### src/rtl/k_group_sequence_reverser_macros.svh
// Assertion helpers shared by the RTL. Each one samples on clk and is
// switched off while rst is high.
`ifndef K_GROUP_SEQUENCE_REVERSER_MACROS_SVH
`define K_GROUP_SEQUENCE_REVERSER_MACROS_SVH

// The consequent must hold in the same cycle as the antecedent.
`define KGSR_ASSERT_SAME(label, ante, cons, msg) \
  label: assert property (@(posedge clk) disable iff (rst) (ante) |-> (cons)) \
    else $error(msg);

// The consequent must hold in the cycle after the antecedent.
`define KGSR_ASSERT_NEXT(label, ante, cons, msg) \
  label: assert property (@(posedge clk) disable iff (rst) (ante) |=> (cons)) \
    else $error(msg);

`endif

### src/rtl/k_gsr_pkg.sv
`default_nettype none

package k_gsr_pkg;

  localparam int VALUE_W       = 32;
  localparam int GSIZE_W       = 5;
  localparam int MAX_GROUP_DEF = 16;

  typedef struct packed {
    logic signed [VALUE_W-1:0] value;
    logic                      list_end;
  } in_item_t;

  typedef struct packed {
    logic signed [VALUE_W-1:0] out_value;
    logic                      run_last;
    logic                      sequence_last;
  } out_item_t;

  typedef enum logic {
    ST_FILL,
    ST_DRAIN
  } state_t;

  // Where the next result is taken from.
  typedef enum logic [1:0] {
    SRC_IN,
    SRC_HEAD,
    SRC_TAIL
  } src_t;

  typedef struct packed {
    logic shift_deep;
    logic shift_up;
  } chain_ctrl_t;

  typedef struct packed {
    logic load;
    src_t src;
    logic run_last;
    logic sequence_last;
  } out_ctrl_t;

endpackage

`default_nettype wire

### src/rtl/k_gsr_cell.sv
`default_nettype none

module k_gsr_cell
  import k_gsr_pkg::*;
(
  input  wire logic                      clk,
  input  wire chain_ctrl_t               chain,
  input  wire logic signed [VALUE_W-1:0] from_shallow,
  input  wire logic signed [VALUE_W-1:0] from_deep,
  output logic signed [VALUE_W-1:0]      value
);

  always_ff @(posedge clk) begin
    if (chain.shift_deep) begin
      value <= from_shallow;
    end else if (chain.shift_up) begin
      value <= from_deep;
    end
  end

endmodule

`default_nettype wire

### src/rtl/k_gsr_ctrl.sv
`default_nettype none

`include "k_group_sequence_reverser_macros.svh"

module k_gsr_ctrl
  import k_gsr_pkg::*;
#(
  parameter int MAX_GROUP = MAX_GROUP_DEF,
  localparam int CNTW = $clog2(MAX_GROUP + 1),
  localparam int IDXW = (MAX_GROUP > 1) ? $clog2(MAX_GROUP) : 1
) (
  input  wire logic               clk,
  input  wire logic               rst,
  input  wire logic               item_valid,
  input  wire logic               item_list_end,
  output logic                    item_stall,
  output logic                    result_valid,
  input  wire logic               result_stall,
  input  wire logic               group_size_we,
  input  wire logic [GSIZE_W-1:0] group_size_wdata,
  output chain_ctrl_t             chain,
  output out_ctrl_t               octl,
  output logic [IDXW-1:0]         tail_idx
);

  localparam int KW = (CNTW > GSIZE_W) ? CNTW : GSIZE_W;

  state_t             state, state_next;
  logic [CNTW-1:0]    fill, fill_next;
  logic [CNTW-1:0]    remaining, remaining_next;
  logic               drain_rev, drain_rev_next;
  logic               drain_end, drain_end_next;
  logic [GSIZE_W-1:0] group_size;

  logic          out_free;
  logic          accept;
  logic [KW-1:0] gs_wide;
  logic [KW-1:0] k_eff;
  logic [KW-1:0] fill_inc;
  logic          emit_rev;
  logic          emit;

  always_ff @(posedge clk) begin
    if (rst) begin
      state        <= ST_FILL;
      fill         <= '0;
      remaining    <= '0;
      drain_rev    <= 1'b0;
      drain_end    <= 1'b0;
      group_size   <= GSIZE_W'(1);
      result_valid <= 1'b0;
    end else begin
      state        <= state_next;
      fill         <= fill_next;
      remaining    <= remaining_next;
      drain_rev    <= drain_rev_next;
      drain_end    <= drain_end_next;
      result_valid <= octl.load | (result_valid & result_stall);
      if (group_size_we) begin
        group_size <= group_size_wdata;
      end
    end
  end

  always_comb begin
    gs_wide = KW'(group_size);
    if (gs_wide == '0) begin
      k_eff = KW'(1);
    end else if (gs_wide > KW'(MAX_GROUP)) begin
      k_eff = KW'(MAX_GROUP);
    end else begin
      k_eff = gs_wide;
    end
    fill_inc = KW'(fill) + KW'(1);
    emit_rev = (fill_inc >= k_eff);
    emit     = emit_rev | item_list_end;
  end

  assign out_free   = !result_valid || !result_stall;
  assign item_stall = (state != ST_FILL) || !out_free;
  assign accept     = item_valid && !item_stall;
  assign tail_idx   = fill[IDXW-1:0] - IDXW'(1);

  always_comb begin
    state_next         = state;
    fill_next          = fill;
    remaining_next     = remaining;
    drain_rev_next     = drain_rev;
    drain_end_next     = drain_end;
    chain              = '0;
    octl.load          = 1'b0;
    octl.src           = SRC_IN;
    octl.run_last      = 1'b0;
    octl.sequence_last = 1'b0;

    case (state)
      ST_FILL: begin
        if (accept) begin
          if (!emit) begin
            chain.shift_deep = 1'b1;
            fill_next        = fill + CNTW'(1);
          end else begin
            // A reversed group leaves newest first, so the new value goes
            // straight out and the chain is drained from its head. An
            // in-order run leaves oldest first from the tail of the chain.
            octl.load          = 1'b1;
            octl.src           = (emit_rev || fill == '0) ? SRC_IN : SRC_TAIL;
            chain.shift_deep   = !emit_rev;
            octl.run_last      = (fill == '0);
            octl.sequence_last = item_list_end && (fill == '0);
            if (fill != '0) begin
              state_next     = ST_DRAIN;
              remaining_next = fill;
              drain_rev_next = emit_rev;
              drain_end_next = item_list_end;
            end
          end
        end
      end
      ST_DRAIN: begin
        if (out_free) begin
          octl.load          = 1'b1;
          octl.src           = drain_rev ? SRC_HEAD : SRC_TAIL;
          chain.shift_up     = drain_rev;
          chain.shift_deep   = !drain_rev;
          remaining_next     = remaining - CNTW'(1);
          octl.run_last      = (remaining == CNTW'(1));
          octl.sequence_last = (remaining == CNTW'(1)) && drain_end;
          if (remaining == CNTW'(1)) begin
            state_next = ST_FILL;
            fill_next  = '0;
          end
        end
      end
      default: begin
        state_next = ST_FILL;
      end
    endcase
  end

  `KGSR_ASSERT_SAME(a_drain_has_work, state == ST_DRAIN, remaining != '0, "drain with nothing left")
  `KGSR_ASSERT_SAME(a_fill_below_max, 1'b1, fill <= CNTW'(MAX_GROUP - 1), "group buffer overfilled")
  `KGSR_ASSERT_SAME(a_no_overwrite, octl.load, !(result_valid && result_stall), "stalled result overwritten")
  `KGSR_ASSERT_NEXT(a_emit_starts_drain, accept && emit && fill != '0, state == ST_DRAIN, "multi-result item did not drain")
  `KGSR_ASSERT_NEXT(a_drain_ends_empty, state == ST_DRAIN && out_free && remaining == CNTW'(1), state == ST_FILL && fill == '0, "drain did not end cleanly")

endmodule

`default_nettype wire

### src/rtl/k_group_sequence_reverser.sv
// Reorders a stream of signed 32-bit values in groups of group_size.
// Input channel: item_valid / item_stall carrying item (value, list_end).
// Output channel: result_valid / result_stall carrying result (out_value,
// run_last, sequence_last). A transfer happens on a clock edge with valid
// high and stall low.
// The user must write group_size with group_size_we only while the block
// is idle; the block itself does not enforce this. 0 and 1 pass values
// straight through, sizes above MAX_GROUP act as MAX_GROUP. Values are held
// in a chain of MAX_GROUP cells. An item that completes no run is shifted
// into the chain. An item that releases n results puts the first one in the
// output register in the cycle it is taken and shifts the other n - 1 out
// of the chain, one per cycle unless the output stalls, with item_stall
// high. Pass-through sustains one value per cycle unless result_stall is
// high. The first result is offered in the cycle after the input transfer.
// A stalled result holds in the output register and the chain pauses with it;
// item_stall stays high until the result can move on.
// Synchronous reset empties the group, drops any pending result and sets
// group_size to 1; the cell contents are not cleared.
`default_nettype none

module k_group_sequence_reverser
  import k_gsr_pkg::*;
#(
  parameter int MAX_GROUP = MAX_GROUP_DEF
) (
  input  wire logic               clk,
  input  wire logic               rst,
  input  wire logic               item_valid,
  output logic                    item_stall,
  input  wire in_item_t           item,
  output logic                    result_valid,
  input  wire logic               result_stall,
  output out_item_t               result,
  input  wire logic               group_size_we,
  input  wire logic [GSIZE_W-1:0] group_size
);

  localparam int IDXW = (MAX_GROUP > 1) ? $clog2(MAX_GROUP) : 1;

  chain_ctrl_t               chain;
  out_ctrl_t                 octl;
  logic [IDXW-1:0]           tail_idx;
  logic signed [VALUE_W-1:0] cell_q [MAX_GROUP];
  logic signed [VALUE_W-1:0] next_value;

  k_gsr_ctrl #(
    .MAX_GROUP(MAX_GROUP)
  ) u_ctrl (
    .clk             (clk),
    .rst             (rst),
    .item_valid      (item_valid),
    .item_list_end   (item.list_end),
    .item_stall      (item_stall),
    .result_valid    (result_valid),
    .result_stall    (result_stall),
    .group_size_we   (group_size_we),
    .group_size_wdata(group_size),
    .chain           (chain),
    .octl            (octl),
    .tail_idx        (tail_idx)
  );

  for (genvar i = 0; i < MAX_GROUP; i++) begin : g_cell
    logic signed [VALUE_W-1:0] shallow_d;
    logic signed [VALUE_W-1:0] deep_d;

    if (i == 0) begin : g_first
      assign shallow_d = item.value;
    end else begin : g_inner
      assign shallow_d = cell_q[i-1];
    end

    if (i == MAX_GROUP - 1) begin : g_last
      assign deep_d = cell_q[i];
    end else begin : g_mid
      assign deep_d = cell_q[i+1];
    end

    k_gsr_cell u_cell (
      .clk         (clk),
      .chain       (chain),
      .from_shallow(shallow_d),
      .from_deep   (deep_d),
      .value       (cell_q[i])
    );
  end

  always_comb begin
    case (octl.src)
      SRC_IN:   next_value = item.value;
      SRC_HEAD: next_value = cell_q[0];
      SRC_TAIL: next_value = cell_q[tail_idx];
      default:  next_value = item.value;
    endcase
  end

  always_ff @(posedge clk) begin
    if (octl.load) begin
      result.out_value     <= next_value;
      result.run_last      <= octl.run_last;
      result.sequence_last <= octl.sequence_last;
    end
  end

endmodule

`default_nettype wire
### config.mk
export PLATFORM = sky130hd
export DESIGN_NAME = k_group_sequence_reverser
export DESIGN_NICKNAME = d
export VERILOG_FILES = /design/src/rtl/k_gsr_pkg.sv /design/src/rtl/k_gsr_cell.sv /design/src/rtl/k_gsr_ctrl.sv /design/src/rtl/k_group_sequence_reverser.sv
export VERILOG_INCLUDE_DIRS = /design/src /design/src/rtl
export SDC_FILE = /design/constraint.sdc
export NUM_CORES = 1
export LEC_CHECK = 0
export BUFFER_PORTS_ARGS = -buffer_cell sky130_fd_sc_hd__buf_2
export CELL_PAD_IN_SITES_DETAIL_PLACEMENT = 1
export CELL_PAD_IN_SITES_GLOBAL_PLACEMENT = 1
export CORE_MARGIN = 1.5
export CORE_UTILIZATION = 43
export DETAILED_ROUTE_END_ITERATION = 6
export PLACE_DENSITY = 0.65
export SLEW_MARGIN = 20
export SYNTH_ARGS = -nofsm -noshare
export SYNTH_HDL_FRONTEND = slang
export SYNTH_SLANG_ARGS = --single-unit
### constraint.sdc
create_clock -name clk -period 84.2 [get_ports clk]
set_clock_uncertainty 0.05 [all_clocks]
set_input_delay 16.84 -clock clk [delete_from_list [all_inputs] [get_ports clk]]
set_output_delay 16.84 -clock clk [all_outputs]
set_load 0.02 [all_outputs]
==> flow_summary_export.csv <==
group,metric,value,unit
pwr,netSwitchingPower,225,uW
clock_network,cts_tree,"built",
pwr,p_leak,0.0126,uW
synth,ys.flop_type,"edfxtp_1",
layout,fin_util,48.0,%
global_routing,met1_usage,25.4,%
pwr,pwr-share-clk,33.0,%
synth,synth_cell_types,48,
clock_network,numCtsBuffers,66,
worst_setup_path,endpoint_kind,"output pin",
detailed_routing,routed_via_density,5.65,
sta,setup_violations,0,
die,fp.dieH,267,um
placed_design,portBuffers,78,
global_routing,grt_pass1_wl,98900,um
worst_setup_path,critPathMaxStageDelay,380,ps
flow_run,maxCapViolCount,0,
sta,min_period_over_period,41.0,%
sta,setup_ws,49700,ps
synth,ys.warnings.count,0,
pwr,combPwrFrac,21.7,%
placed_design,pre_cts_ws,49690,ps
layout,layout.nets,1765,
worst_setup_path,worstSetupPathType,"primary input to output pin",
worst_setup_path,start_kind,"primary input",
global_routing,grt_max_degree,192,
layout,syn_to_final_growth,10.0,%
pwr,peakVddDrop,0.0153,mV
global_routing,grt_antenna_before_repair,1,
layout,final_cell_mix,"edfxtp_1, mux2_4, mux4_2",
pwr,power.internal,659,uW
detailed_routing,wire_per_inst,22.7,um
clock_network,clockBufferDepth,3,
placed_design,place_area,30900,sq um
sta,slew_viol_final,0,
sta,worst_slew_margin_rel,20.4,%
synth,synth_area,30000,sq um
synth,syn_inst,1657,
sta,finalHoldViolCount,0,
die,die_w,267,um
clock_network,clkSinkCount,565,
sta,rsz0062_at_grt,"false",
clock_network,cts_resized,0,
global_routing,grt_overflow_total,0,
global_routing,grtUsageTotal,17.5,%
worst_setup_path,path_cells,"buf_2 -> a21oi_1 -> inv_1 -> buf_2",
detailed_routing,dr.pass1.iters,5,
layout,final_common_cell,"edfxtp_1",
die,pin_count,79,
global_routing,top_usage_layer,"met2",
synth,synth_seq_cells,565,
pwr,p_seq_share,45.4,%
detailed_routing,vias,15200,
worst_setup_path,crit_path_top_delay_cell,"a21oi_1",
worst_setup_path,crit_top_cell,"buf_2",
detailed_routing,drt_wl_total,61000,um
detailed_routing,ant_nets,0,
pwr,p_per_area,26.7,nW/um^2
synth,synth_edf_count,546,
sta,tightest_slew,1190,ps
layout,fin_area,33000,sq um
sta,hold-worst-slack,431,ps
die,start_util,43.6,%
die,core_area,68800,sq um
clock_network,holdBufCountCts,0,
synth,ys_seq_area_share,55.9,%
placed_design,gp_congestion,0.739,
clock_network,clk_pin_slew,50,ps
synth,synthArstFlopShare,0,%
min_path,min_path_type,"register to register",
global_routing,use_met2,27.4,%
sta,fin_setup_tns,0,ps
clock_network,htreeDepth,3,
clock_network,cts_root_buf,"clkbuf_16",
layout,drive_gt1_share,46.0,%
clock_network,postCtsSetupRepairBufs,0,
synth,syn-num-nets,1712,
detailed_routing,drc,0,
sta,fin_crit,34500,ps
placed_design,hpwl,33600,um
global_routing,use_met3,2.54,%
sta,max_freq,29.0,MHz
worst_setup_path,critPathArrivalTime,17610,ps
die,die_area,71400,sq um
clock_network,clk_latency,590,ps
worst_setup_path,cp.required,67310,ps
synth,postSynthAreaPerCell,18.1,sq um
run_status,run_status,"completed",
pwr,switching_share,25.4,%
global_routing,grt_pass1_vias,16600,
die,rows,96,
detailed_routing,drt_iter0_markers,960,
worst_setup_path,cp_max_fo,6,
layout,fill_cells,6349,
-- cells in the mapped netlist (all sizes together) (2+ instances only) --
master	instances	share of area [%]
mux2i	37	1.2
clkbuf	40	0.50
nand3b	2	0.050
nand2b	3	0.062
a21oi	80	1.3
nor3	6	0.10
nand2	17	0.21
nand3	9	0.15
edfxtp	546	55
a211oi	33	0.82
o21ai	6	0.10
nor2b	33	0.69
o211ai	2	0.050
mux2	480	23
o31ai	4	0.10
buf	79	2.9
and2	3	0.062
and3	2	0.042
ha	12	0.50
inv	43	0.54
dfxtp	19	1.3
a31oi	3	0.062
xnor2	3	0.088
a221oi	32	0.93
o22ai	2	0.042
a21o	6	0.15
nor2	13	0.16
mux4	128	9.6
-- path summary, 6_finish.rpt --
check,cells past startpoint,startpoint,slack [ps],end
setup / recovery,4,result_stall,49700,item_stall
hold reg to reg,2,u_ctrl.drain_end,430,u_ctrl.drain_end
setup reg to reg,11,u_ctrl.fill[0],77600,g_cell[1].u_cell.value[5]
hold / removal,2,u_ctrl.drain_end,430,u_ctrl.drain_end
-- cell type report --
| type | instances | area [sq um] | area share, % |
|---|---|---|---|
| antenna | 1 | 2.50 | 0.00757 |
| timing repair buffer | 104 | 614 | 1.86 |
| clock inverter | 32 | 349 | 1.06 |
| inverter | 44 | 166 | 0.504 |
| multi-input combinational | 929 | 12100 | 36.7 |
| tap | 931 | 1160 | 3.53 |
| clock buffer | 85 | 1830 | 5.54 |
| sequential | 565 | 16800 | 50.8 |
-- metal layers --
metal,share of wire (%),up-vias
li1,-,6791
met1,47,8139
met2,48,211
met3,3.2,62
met4,1.5,0
met5,0,-
-- per-stage QoR --
step                total power, uW  instances
finish                          883       2691
global route                    922       2690
CTS                             897       2690
detailed placement              599       2573
global placement                593       2573
floorplan                       593       1657
-- cells by family after synthesis --
logic type / Yosys count / synth area share [%]
buf+inv: 163 / 4.00
simple gates: 92 / 1.62
flops: 565 / 55.9
mux: 645 / 34.1
compound gates: 176 / 3.83
fa+ha+maj: 12 / 0.500
xor+xnor: 4 / 0.117
-- registers in the layout (all words and copies together) (netlist names) --
register,cells
u_ctrl.fill,5
u_ctrl.state,1
u_ctrl.group_size,5
result,34
u_ctrl.drain_end,1
g_cell.u_cell.value,512
u_ctrl.remaining,5
u_ctrl.drain_rev,1
u_ctrl.result_valid,1
-- power by group through the flow --
stage / clock network (uW) / logic, uW / registers, uW
finish: 291 / 191 / 401
detailed placement: 0 / 193 / 406
global route: 309 / 206 / 407
global placement: 0 / 189 / 404
CTS: 301 / 194 / 401
floorplan: 0 / 166 / 426
-- critical path: cells and delay by family --
kind / cells / cell delay, ps
buffers and inverters: 3 / 390
AO/OA/AOI/OAI: 1 / 380
Note: power is estimated with default switching activity, not from simulation.
